**config.mk**
```make
export PLATFORM = sky130hd
export DESIGN_NAME = ibs_iter_unit
export DESIGN_NICKNAME = d
export VERILOG_FILES = /design/src/rtl/core/ibs_pkg.sv /design/src/rtl/core/ibs_iter_unit.sv
export SDC_FILE = /design/constraint.sdc
export NUM_CORES = 1
export LEC_CHECK = 0
export ABC_AREA = 0
export BUFFER_PORTS_ARGS = -buffer_cell sky130_fd_sc_hd__buf_2
export CAP_MARGIN = 10
export CORE_ASPECT_RATIO = 0.5
export CORE_MARGIN = 5
export CORE_UTILIZATION = 40
export CTS_CLUSTER_DIAMETER = 120
export DETAILED_ROUTE_END_ITERATION = 8
export MAX_ROUTING_LAYER = met4
export SLEW_MARGIN = 5
export SYNTH_ARGS = -nofsm -noshare
export SYNTH_HDL_FRONTEND = slang
export SYNTH_SLANG_ARGS = --single-unit
```
**constraint.sdc**
```tcl
create_clock -name clock -period 12.65 [get_ports clock]
set_input_delay 1.265 -clock clock [delete_from_list [all_inputs] [get_ports clock]]
set_output_delay 1.265 -clock clock [all_outputs]
set_load 0.1 [all_outputs]
```
**src/rtl/core/ibs_pkg.sv**
```systemverilog
// Types and constants of the bounding sphere block.
// No dependencies.
package ibs_pkg;

   typedef struct packed {
      logic signed [31:0] point_x;
      logic signed [31:0] point_y;
      logic signed [31:0] point_z;
      logic               start_new;
   } req_type;

   typedef struct packed {
      logic               was_inside;
      logic signed [31:0] center_x;
      logic signed [31:0] center_y;
      logic signed [31:0] center_z;
      logic        [32:0] radius;
   } rsp_type;

   typedef enum logic [3:0] {
      ST_IDLE,
      ST_SQ,
      ST_SQRT,
      ST_CMP,
      ST_MUL,
      ST_DIV,
      ST_ADD,
      ST_OUT
   } state_type;

   // root width, square sum width, quotient width
   localparam int RootW = 34;
   localparam int SumW  = 68;
   localparam int ProdW = 66;

   // controls between the sequencer and the shared arithmetic unit
   typedef enum logic [1:0] {
      OP_NONE,
      OP_SQRT,
      OP_DIV
   } op_type;

   typedef struct packed {
      op_type      op;
      logic        start;
   } alu_ctl_type;

   typedef struct packed {
      logic        busy;
      logic        done;
   } alu_sts_type;

endpackage

```
**src/rtl/core/ibs_iter_unit.sv**
```systemverilog
// Shared restoring iterative unit: square root or division, one bit a cycle.
// Depends on ibs_pkg.
module ibs_iter_unit (
   input  logic                              clock,
   input  logic                              reset,
   input  ibs_pkg::alu_ctl_type              ctl,
   input  logic [ibs_pkg::SumW-1:0]          opa,
   input  logic [ibs_pkg::RootW-1:0]         opb,
   output ibs_pkg::alu_sts_type              sts,
   output logic [ibs_pkg::ProdW-1:0]         result
);
   import ibs_pkg::*;

   localparam int CntW = 7;
   localparam int RemW = SumW + 2;

   op_type          op_ff, op_in;
   logic [CntW-1:0] cnt_ff, cnt_in;
   logic            busy_ff, busy_in, done_ff, done_in;
   logic [SumW-1:0] src_ff, src_in;
   logic [RemW-1:0] rem_ff, rem_in;
   logic [ProdW-1:0] q_ff, q_in;
   logic [RootW-1:0] div_ff, div_in;

   logic [RemW-1:0] trial;
   logic [RemW-1:0] rem_sh;

   always_ff @(posedge clock) begin
      if (reset) begin
         busy_ff <= 1'b0;
         done_ff <= 1'b0;
         cnt_ff  <= '0;
         op_ff   <= OP_NONE;
      end else begin
         busy_ff <= busy_in;
         done_ff <= done_in;
         cnt_ff  <= cnt_in;
         op_ff   <= op_in;
      end
      src_ff <= src_in;
      rem_ff <= rem_in;
      q_ff   <= q_in;
      div_ff <= div_in;
   end

   always_comb begin
      busy_in = busy_ff;
      done_in = 1'b0;
      cnt_in  = cnt_ff;
      op_in   = op_ff;
      src_in  = src_ff;
      rem_in  = rem_ff;
      q_in    = q_ff;
      div_in  = div_ff;
      rem_sh  = '0;
      trial   = '0;
      if (ctl.start && !busy_ff) begin
         busy_in = 1'b1;
         op_in   = ctl.op;
         src_in  = opa;
         div_in  = opb;
         rem_in  = '0;
         q_in    = '0;
         cnt_in  = (ctl.op == OP_SQRT) ? CntW'(RootW) : CntW'(ProdW);
      end else if (busy_ff) begin
         case (op_ff)
            OP_SQRT: begin
               // two bits of radicand in, one root bit out
               rem_sh = {rem_ff[RemW-3:0], src_ff[SumW-1 -: 2]};
               trial  = {2'b00, q_ff, 2'b01};
               src_in = {src_ff[SumW-3:0], 2'b00};
               if (rem_sh >= trial) begin
                  rem_in = rem_sh - trial;
                  q_in   = {q_ff[ProdW-2:0], 1'b1};
               end else begin
                  rem_in = rem_sh;
                  q_in   = {q_ff[ProdW-2:0], 1'b0};
               end
            end
            OP_DIV: begin
               rem_sh = {rem_ff[RemW-2:0], src_ff[ProdW-1]};
               trial  = RemW'(div_ff);
               src_in = {src_ff[SumW-2:0], 1'b0};
               if (rem_sh >= trial) begin
                  rem_in = rem_sh - trial;
                  q_in   = {q_ff[ProdW-2:0], 1'b1};
               end else begin
                  rem_in = rem_sh;
                  q_in   = {q_ff[ProdW-2:0], 1'b0};
               end
            end
            default: begin
               rem_in = rem_ff;
            end
         endcase
         cnt_in = cnt_ff - 1'b1;
         if (cnt_ff == CntW'(1)) begin
            busy_in = 1'b0;
            done_in = 1'b1;
         end
      end
   end

   assign sts.busy = busy_ff;
   assign sts.done = done_ff;
   assign result   = q_ff;
endmodule

```
==> results by stage, run 1 <==
Power and ir drop:
- In this run switching power makes up 50.9% of total power.
- In this run, flip-flops and latches consume 18.1% of the power.
- The internal power of the cells totals 0.00302 W.
- The total power per unit cell area is 299 nW/um^2.
- Of the total power, the clock network draws 14.9%.
- VDD sags by at most 173 uV.
- For this design the static power due to leakage is 8.28 nW.
- In this run the power spent charging and discharging nets is 0.00313 W.
- The combinational fraction of design power is 66.9%.

Place:
- The worst slack at placement is 8.03 ns.
- The placed instances occupy a cell area of 19500 sq um.
- The count of buffers from port buffering is between 150 and 200.
- The HPWL after detailed placement is approximately 44000 microns.
- At the end of routability-driven placement, the weighted congestion stood at ~0.95.

Drt:
- The final layout contains routed wiring with a total length of 59600 microns.
- In this run the remaining antenna-violating nets after routing total 0.
- In the routed design, unresolved DRC markers number 0.
- For this run, the detailed router's first-pass iteration total came to 6.
- The total number of vias is around 18000.
- Using the TritonRoute via totals, the vias-per-cell ratio works out to 5.82.
- For this block, the initial DRC count from the detailed router was 1613.
- In the final routed layout, each cell accounts on average for 19.8 microns.

Synth:
- The Yosys step of the flow raised 0 warnings.
- The post-synthesis sequential element count is 248.
- The most common flop cell mapped by yosys is dfxtp_1.
- The share of the Yosys chip area taken by registers is about a third.
- The cell area after technology mapping is 18300 sq um.
- The post-synthesis net count is approximately 2500.
- The post-synthesis cell count is 2320.
- The number of flops mapped to enable cells by yosys is 102.
- The number of distinct library cells after synthesis is 87.
- After synthesis, the mean cell area works out to 7.88 sq um.
- In the synthesized netlist the async set-or-reset flop fraction comes to 0%.

CTS:
- The count of hold buffers inserted by post-cts repair is 0.
- At the later pin of the worst-skew pair, clock insertion delay measures 0.58 ns.
- After clock tree synthesis, the clock-pin slew on the worst setup and hold paths is approximately 0.07 ns.
- CTS placed an instance of clkbuf_16 at the clock tree root.
- In this run the number of H-tree levels came out at 1.
- The post-CTS repair timing setup buffer count is 0.
- The maximum root-to-sink buffer count is 3.
- TritonCTS built the clock tree.
- The count of cells resized by post-cts repair is 0.
- Counting the buffers created by CTS gives 27.
- Counting every sink on the clock net gives 248.

Finish:
- The sequential cells in the finished layout cover a total of 5990 sq um.
- Cells with a size suffix above 1 make up a little under an eighth of the layout.
- Fill cells in the final layout number between 4000 and 5000.
- At the end of the flow, the number of nets in the layout was 2608.
- In the final layout, the multi-input gates occupy 11200 sq um.
- The area growth from synthesis to layout is 12.2%.
- Leaving out fill and tap cells, the most frequent cells in the layout are 395 x nand2_1, 242 x a21oi_1, 174 x buf_2, 169 x o21ai_0, 146 x dfxtp_1.
- The commonest non-fill, non-tap cell in the layout is nand2_1.
- For this run, the share of the core covered by cells in the final layout is 45.4%.
- The cell area after layout is 20500 sq um.

Worst setup path:
- The capturing element type of the critical path is a flop.
- The reg-to-reg endpoint is rem_ff[42].
- The critical path is of the flop to flop type.
- The reg-to-reg startpoint is rem_ff[47].
- For this design, the slowest cell found on the critical path is nor4_1.
- The arrival time reported for the critical path endpoint is 5.25 ns.
- At the worst endpoint, the required time is roughly 13 ns.
- Walking the worst path, the cells encountered are ha_1 > nand4_1 > or4_1 > nor4_1 > nand4_1 > o2111ai_1 > a21o_1 > a31oi_4 > buf_4 > buf_4 > nor2_1 > a211oi_1 > a22o_1.
- The worst reg-to-reg path cell count is 13.
- On the worst path, the slowest cell contributes a delay of about 0.63 ns.
- The critical path launch point type is a flop.
- The setup slack on the worst flop-to-flop path is just under 8 ns.
- The highest fanout seen on the critical path is 45.

Flow run:
- Max-cap violations in this run came to 0.

GRT:
- The residual overflow from global routing is 0.
- The global-route usage over all layers is 23.2%.
- The initial antenna violation count came to 3.
- Global routing consumed, on the met2 layer, about 35% of the routing resources.
- The first global-routing pass estimated approximately 93000 microns of wire.
- The met3 global-route usage is 4.46%.
- The global routing met1 resource utilization is 33.2%.
- The via count of the first global-routing pass is 16600.
- The layer flagged by global routing as most heavily used is met2.
- The pin count of the biggest net entering global routing is 99.

Timing:
- The final setup violation count is 0.
- The worst pin sits at a relative slew slack of 26.6%.
- Setup slack on the critical path of the routed design comes to 7.87 ns.
- The final number of hold-violating endpoints was 0.
- The worst path needs 4.78 ns of the cycle, external delays included.
- In the finished design, the share of the clock period the worst path needs comes to 37.8%.
- Setup repair after global routing left no endpoint under its margin.
- The max-slew violation total from the final report is 0.
- The transition time at the pin with the least slew margin is 1.10 ns.
- Based on the critical path, the design can be clocked at up to 209 MHz.
- After routing, the total negative slack on setup checks comes to 0 ns.
- The final clock skew is 0.0142 ns.

Die:
- The area of the core is ~45000 sq um.
- The initial utilization of the core area, before any placement, comes to 40.5%.
- In this run the vertical extent of the chip is 161 microns.
- roughly 180 I/O pins were placed.
- The die is roughly 310 microns wide.
- The initialized floorplan defines 55 standard-cell rows.
- The die covers slightly above 50000 sq um.

Worst hold path:
- The endpoint of the worst hold path is result[26].
- In this run the worst hold path is classified as flop to flop.
- The worst hold path stage count is 2.
- In this run the most critical hold path is launched from result[25].

Status:
- The run finished with clean final reports.
cell type report:
cell class	count	share of cell area, %
antenna	3	0.0366
clock buffer	31	3.57
clock inverter	19	1.30
inverter	144	2.66
multi-input combinational	1781	54.7
sequential	248	29.2
tap	598	3.65
timing repair buffer	192	4.90
power by group through the flow:
stage / logic [W] / clock network (W) / registers, W
5_1_grt: 0.00445 / 0.000970 / 0.00113
4_1_cts: 0.00401 / 0.000934 / 0.00111
3_3_place_gp: 0.00401 / 0 / 0.00113
3_5_place_dp: 0.00398 / 0 / 0.00113
2_1_floorplan: 0.00292 / 0 / 0.00107
6_report: 0.00411 / 0.000918 / 0.00112
registers in the layout, indices dropped and copies added, names as in the netlist:
register  flops
src_ff       68
rem_ff       69
done_ff       1
op_ff         2
result       66
div_ff       34
cnt_ff        7
busy_ff       1
stage by stage:
| step | hold slack (ns) | total power (W) | std cells |
|---|---|---|---|
| floorplan | 0.450 | 0.00399 | 2320 |
| global placement | 0.463 | 0.00514 | 2963 |
| detailed placement | 0.474 | 0.00510 | 2963 |
| CTS | 0.481 | 0.00606 | 3013 |
| global route | 0.503 | 0.00655 | 3016 |
| finish | 0.477 | 0.00615 | 3016 |
worst max path at each step:
stage | start | endpoint | slack (ns)
3_5_place_dp | rem_ff[48] | rem_ff[42] | 8.03
5_1_grt | result[47] | rem_ff[56] | 7.63
2_1_floorplan | ctl[0] | src_ff[0] | 7.33
4_1_cts | rem_ff[48] | rem_ff[42] | 8.01
3_3_place_gp | rem_ff[47] | rem_ff[42] | 8.03
6_report | rem_ff[47] | rem_ff[42] | 7.87
worst max-delay path: cells and delay by family (launching register included):
kind            cells  cell delay, ns
compound gates      5            0.75
simple gates        5            2.32
flops               1            0.42
buf+inv             2            0.64
fa+ha+maj           1            0.52
Yosys cell counts (all sizes together) (28+ instances only):
master,count,area share [%]
ha,106,7.3
mux2i,81,4.4
nand4,47,1.6
nor3,35,0.96
o211ai,61,2.5
nand3,41,1.1
nor2,120,2.5
xnor2,61,2.9
inv,143,2.9
edfxtp,102,17
xor2,54,2.6
a21oi,242,6.6
nand2,395,8.1
o21ai,177,4.9
clkbuf,123,2.5
dfxtp,146,16
a21o,28,1.1
routing by layer:
metal | routed length (microns) | vias to the layer above
met1 | 28300 | 8350
met4 | 1120 | 0
met5 | 0 | -
met3 | 4560 | 77
li1 | - | 8533
met2 | 25600 | 600
cell families after synthesis:
group / count (synthesis) / share of synthesized area [%]
fa+ha+maj: 107 / 7.36
compound gates: 708 / 24.4
xor+xnor: 115 / 5.51
mux: 88 / 4.86
flops: 248 / 32.7
buf+inv: 291 / 6.20
simple gates: 763 / 19.0
(Power assumes the default switching activity.)
==> run 2, diff against run 1 <==
==> constraint.sdc (replaced) <==
create_clock -name clock -period 4.3 [get_ports clock]
set_input_delay 0.43 -clock clock [delete_from_list [all_inputs] [get_ports clock]]
set_output_delay 0.43 -clock clock [all_outputs]
set_load 0.1 [all_outputs]
==> run 2 against run 1 <==
First-iteration DRC count up 5.5%. Worst setup slack worse by 7.5 ns. Count of clock-buffer cells in the layout up 3. Sequential cell count unchanged. Sequential power rose to 2.9 times the previous value. Register-to-register slack worse by 7.5 ns. Wire length down 0.58%. Clock power rose to 2.7 times the previous value. Via count up 0.27%. Combinational power rose to 3.1 times the previous value. Global-route usage down 0.11 points. Die area unchanged.
==> results by stage, run 2 (synthesis results as in run 1) <==
Status:
- The flow ran to the end, and the final reports show no timing, DRC or antenna violations.

Finish:
- The flip-flop count of the largest register after layout is 69 (unchanged).
- rem_ff holds more flip-flops than any other register.
- The total number of nets in the final design was 2647 (+1.5%).
- In the layout the commonest cells are 395 x nand2_1, 242 x a21oi_1, 174 x buf_2, 169 x o21ai_0, 146 x dfxtp_1.
- The proportion of layout cells with a drive suffix above 1 is 12.6% (+1.4 points).
- The cell area after layout is 20800 sq um (+1.4%).
- From synthesis to final layout, the design area changed by 13.7%.
- The multi-input gate area in the final layout came to 11200 sq um (unchanged).
- The final core utilization is 46.0% (+0.61 points).
- Leaving out fill and tap cells, the most frequent cell in the layout is nand2_1.
- The number of filler cells placed in the layout is 4508 (-2.3%).
- The area of all sequential standard cells is 5990 sq um (unchanged).
- The post-layout instance count excluding filler cells is 3054 (+1.3%).

Power and ir drop:
- The worst voltage drop across the vdd grid is 484 uV (+180%).
- The reported leakage power is 8.45 nW (+2.1%).
- The total power per unit cell area is 881 nW/um^2 (+190%).
- The power after layout is 0.0183 W (+200%).

Place:
- The count of buffers from port buffering came to 174 (unchanged).
- The cell total after placement is 3000 (+1.2%).
- The total placed instance area is 19900 sq um (+1.7%).
- The last weighted congestion value of the routability-driven placer is 0.935 (-1.8%).
- The post-DP HPWL is 43800 microns (+0.21%).

Timing:
- The post-route minimum period is 3.94 ns (-0.836 ns).
- Setup repair after global routing left no endpoint under its margin.
- The normalized max-slew margin came to 42.6% (+16 points).
- The final setup violation count is 0 (unchanged).
- The final worst-path cycle share was 91.6% (+54 points).
- The sum of negative setup slack is 0 ns (unchanged).
- The final number of hold-violating endpoints came to 0 (unchanged).
- The max-slew violation total from the final report is 0 (unchanged).
- The final clock skew is 0.0154 ns (+0.00123 ns).
- The transition time at the pin with the least slew margin came to 0.861 ns (-0.240 ns).
- The maximum clock frequency was 254 MHz (+21%).

CTS:
- The number of clock sinks seen by CTS is 248 (unchanged).
- The post-CTS repair timing setup buffer count is 0 (unchanged).
- The cell sitting at the root of the clock tree is a clkbuf_16.
- The number of buffers inserted during clock tree synthesis is 27 (unchanged).
- The maximum root-to-sink buffer count came to 3 (unchanged).
- The clock network latency to the later pin of the worst-skew pair is 0.57 ns (about the same).
- The number of H-tree levels is 1 (unchanged).
- The clock tree from TritonCTS is yes.
- The clock-pin slew on the worst setup and hold paths is 0.07 ns (about the same).

Worst setup path:
- The reg-to-reg endpoint is rem_ff[49].
- The worst setup path startpoint is div_ff[9].
- The worst setup path is launched from a flop.
- The arrival time reported for the critical path endpoint is 4.40 ns (-0.85 ns).
- The data required time of the critical path came to 4.76 ns (-8.37 ns).
- The worst register-to-register path begins at div_ff[9].
- The setup slack on the worst flop-to-flop path was 0.36 ns (-7.51 ns).
- The critical path start-end classification is flop to flop.
- The worst setup path is captured at a flop.
- The worst reg-to-reg path cell count is 12 (-1).
- The highest fanout seen on the critical path is 7 (-84%).

Die:
- The area of the core came to 45200 sq um (unchanged).
- The initial core utilization is 40.5% (unchanged).
- The number of I/O pins was 175 (unchanged).
- The floorplan die area is 50400 sq um (unchanged).
- The cell row count is 55 (unchanged).
- The floorplan die height came to 161 microns (unchanged).
- The die extent in x is 312 microns (unchanged).

Drt:
- The post-route DRC violation count is 0 (unchanged).
- The remaining number of nets flagged by the antenna check after routing is 0 (unchanged).
- The number of detailed-route iterations in the first pass is 5 (-1).
- The number of DRC violations after detailed-routing iteration 0 is 1701 (+5.5%).
- The total wire length after detailed routing was 59200 microns (-0.58%).
- The ratio of routed vias to standard cells came to 5.77 (-0.97%).
- The total number of vias was 17600 (+0.27%).
- The post-detailed-route wirelength per cell is 19.4 microns (-1.8%).

Worst hold path:
- For hold timing, the worst endpoint is div_ff[25].
- The path type of the worst min-delay path is primary input to flop.
- The worst hold path stage count is 1 (-1).
- The startpoint of the tightest hold check path is opb[25].

GRT:
- The via count of the first global-routing pass is 16400 (-0.89%).
- The initial antenna violation count is 2 (-1).
- The global-route usage over all layers is 23.1% (-0.11 points).
- The pin count of the biggest net entering global routing came to 98 (-1.0%).
- The first-pass GRT wire length was 92800 microns (-0.27%).
- The residual overflow from global routing is 0 (unchanged).

Flow run:
- The number of max-cap violations is 0 (unchanged).
[run 2: cell types whose count changed in the layout (fill, tap and decap cells not counted), sizes merged]
cell	previous run	this run
diode	3	2
bufinv	6	3
dlygate4sd3	0	1
clkbuf	31	34
inv	147	146
clkinvlp	2	3
buf	192	230
[run 2: layout make-up]
class | instances | area share [%]
Timing Repair Buffer | 231 | 6.62
Antenna cell | 2 | 0.0241
Multi-Input combinational cell | 1781 | 54.0
Inverter | 144 | 2.62
Sequential cell | 248 | 28.8
Tap cell | 598 | 3.60
Clock buffer | 34 | 3.57
Clock inverter | 16 | 0.806
[run 2: critical path: stages (launching register included)]
cell and delay, ns:
edfxtp_1 0.33, inv_1 0.06, ha_1 0.40, nand2_1 0.17, nor4_1 0.47, o21ai_1 0.21, a31o_2 0.33, a21oi_1 0.41
o31ai_1 0.16, a21oi_1 0.56, nor4_1 0.17, xor2_1 0.20, a221o_1 0.35
[run 2: power breakdown]
part           total [W]  switching [W]  internal, W
clock            0.00248        0.00107      0.00140
sequential       0.00322       0.000412      0.00281
combinational     0.0126        0.00778      0.00484
total             0.0183        0.00927      0.00905
[run 2: routing by layer]
metal | routed length (microns) | up-vias | part of all wire, % | GRT usage (%)
li1 | - | 8594 | - | -
met1 | 27700 | 8251 | 47 | 33.0
met2 | 25400 | 678 | 43 | 34.3
met3 | 5070 | 85 | 8.6 | 4.56
met4 | 1120 | 0 | 1.9 | 4.43
met5 | 0 | - | 0 | -
[run 2: worst max path at each step]
stage                      end  slack (ns)
floorplan           rem_ff[56]        0.49
global placement    rem_ff[49]        0.48
detailed placement  rem_ff[49]        0.48
CTS                 rem_ff[49]        0.47
global route         rem_ff[4]         0.1
finish              rem_ff[49]        0.36
[run 2: stage by stage]
| step | hold slack [ns] | worst slack (ns) |
|---|---|---|
| after floorplan | 0.450 | 0.487 |
| after global placement | 0.458 | 0.479 |
| after detailed placement | 0.466 | 0.482 |
| after CTS | 0.000500 | 0.466 |
| after global routing | 0.00488 | 0.0958 |
| final | 0.0299 | 0.360 |
[run 2: repair_timing]
item / in CTS / in global routing
gates resized for setup: 0 / 0
hold buffers: 1 / 0
endpoints found under the hold margin: 1 / 0
setup endpoints to repair: 0 / 0
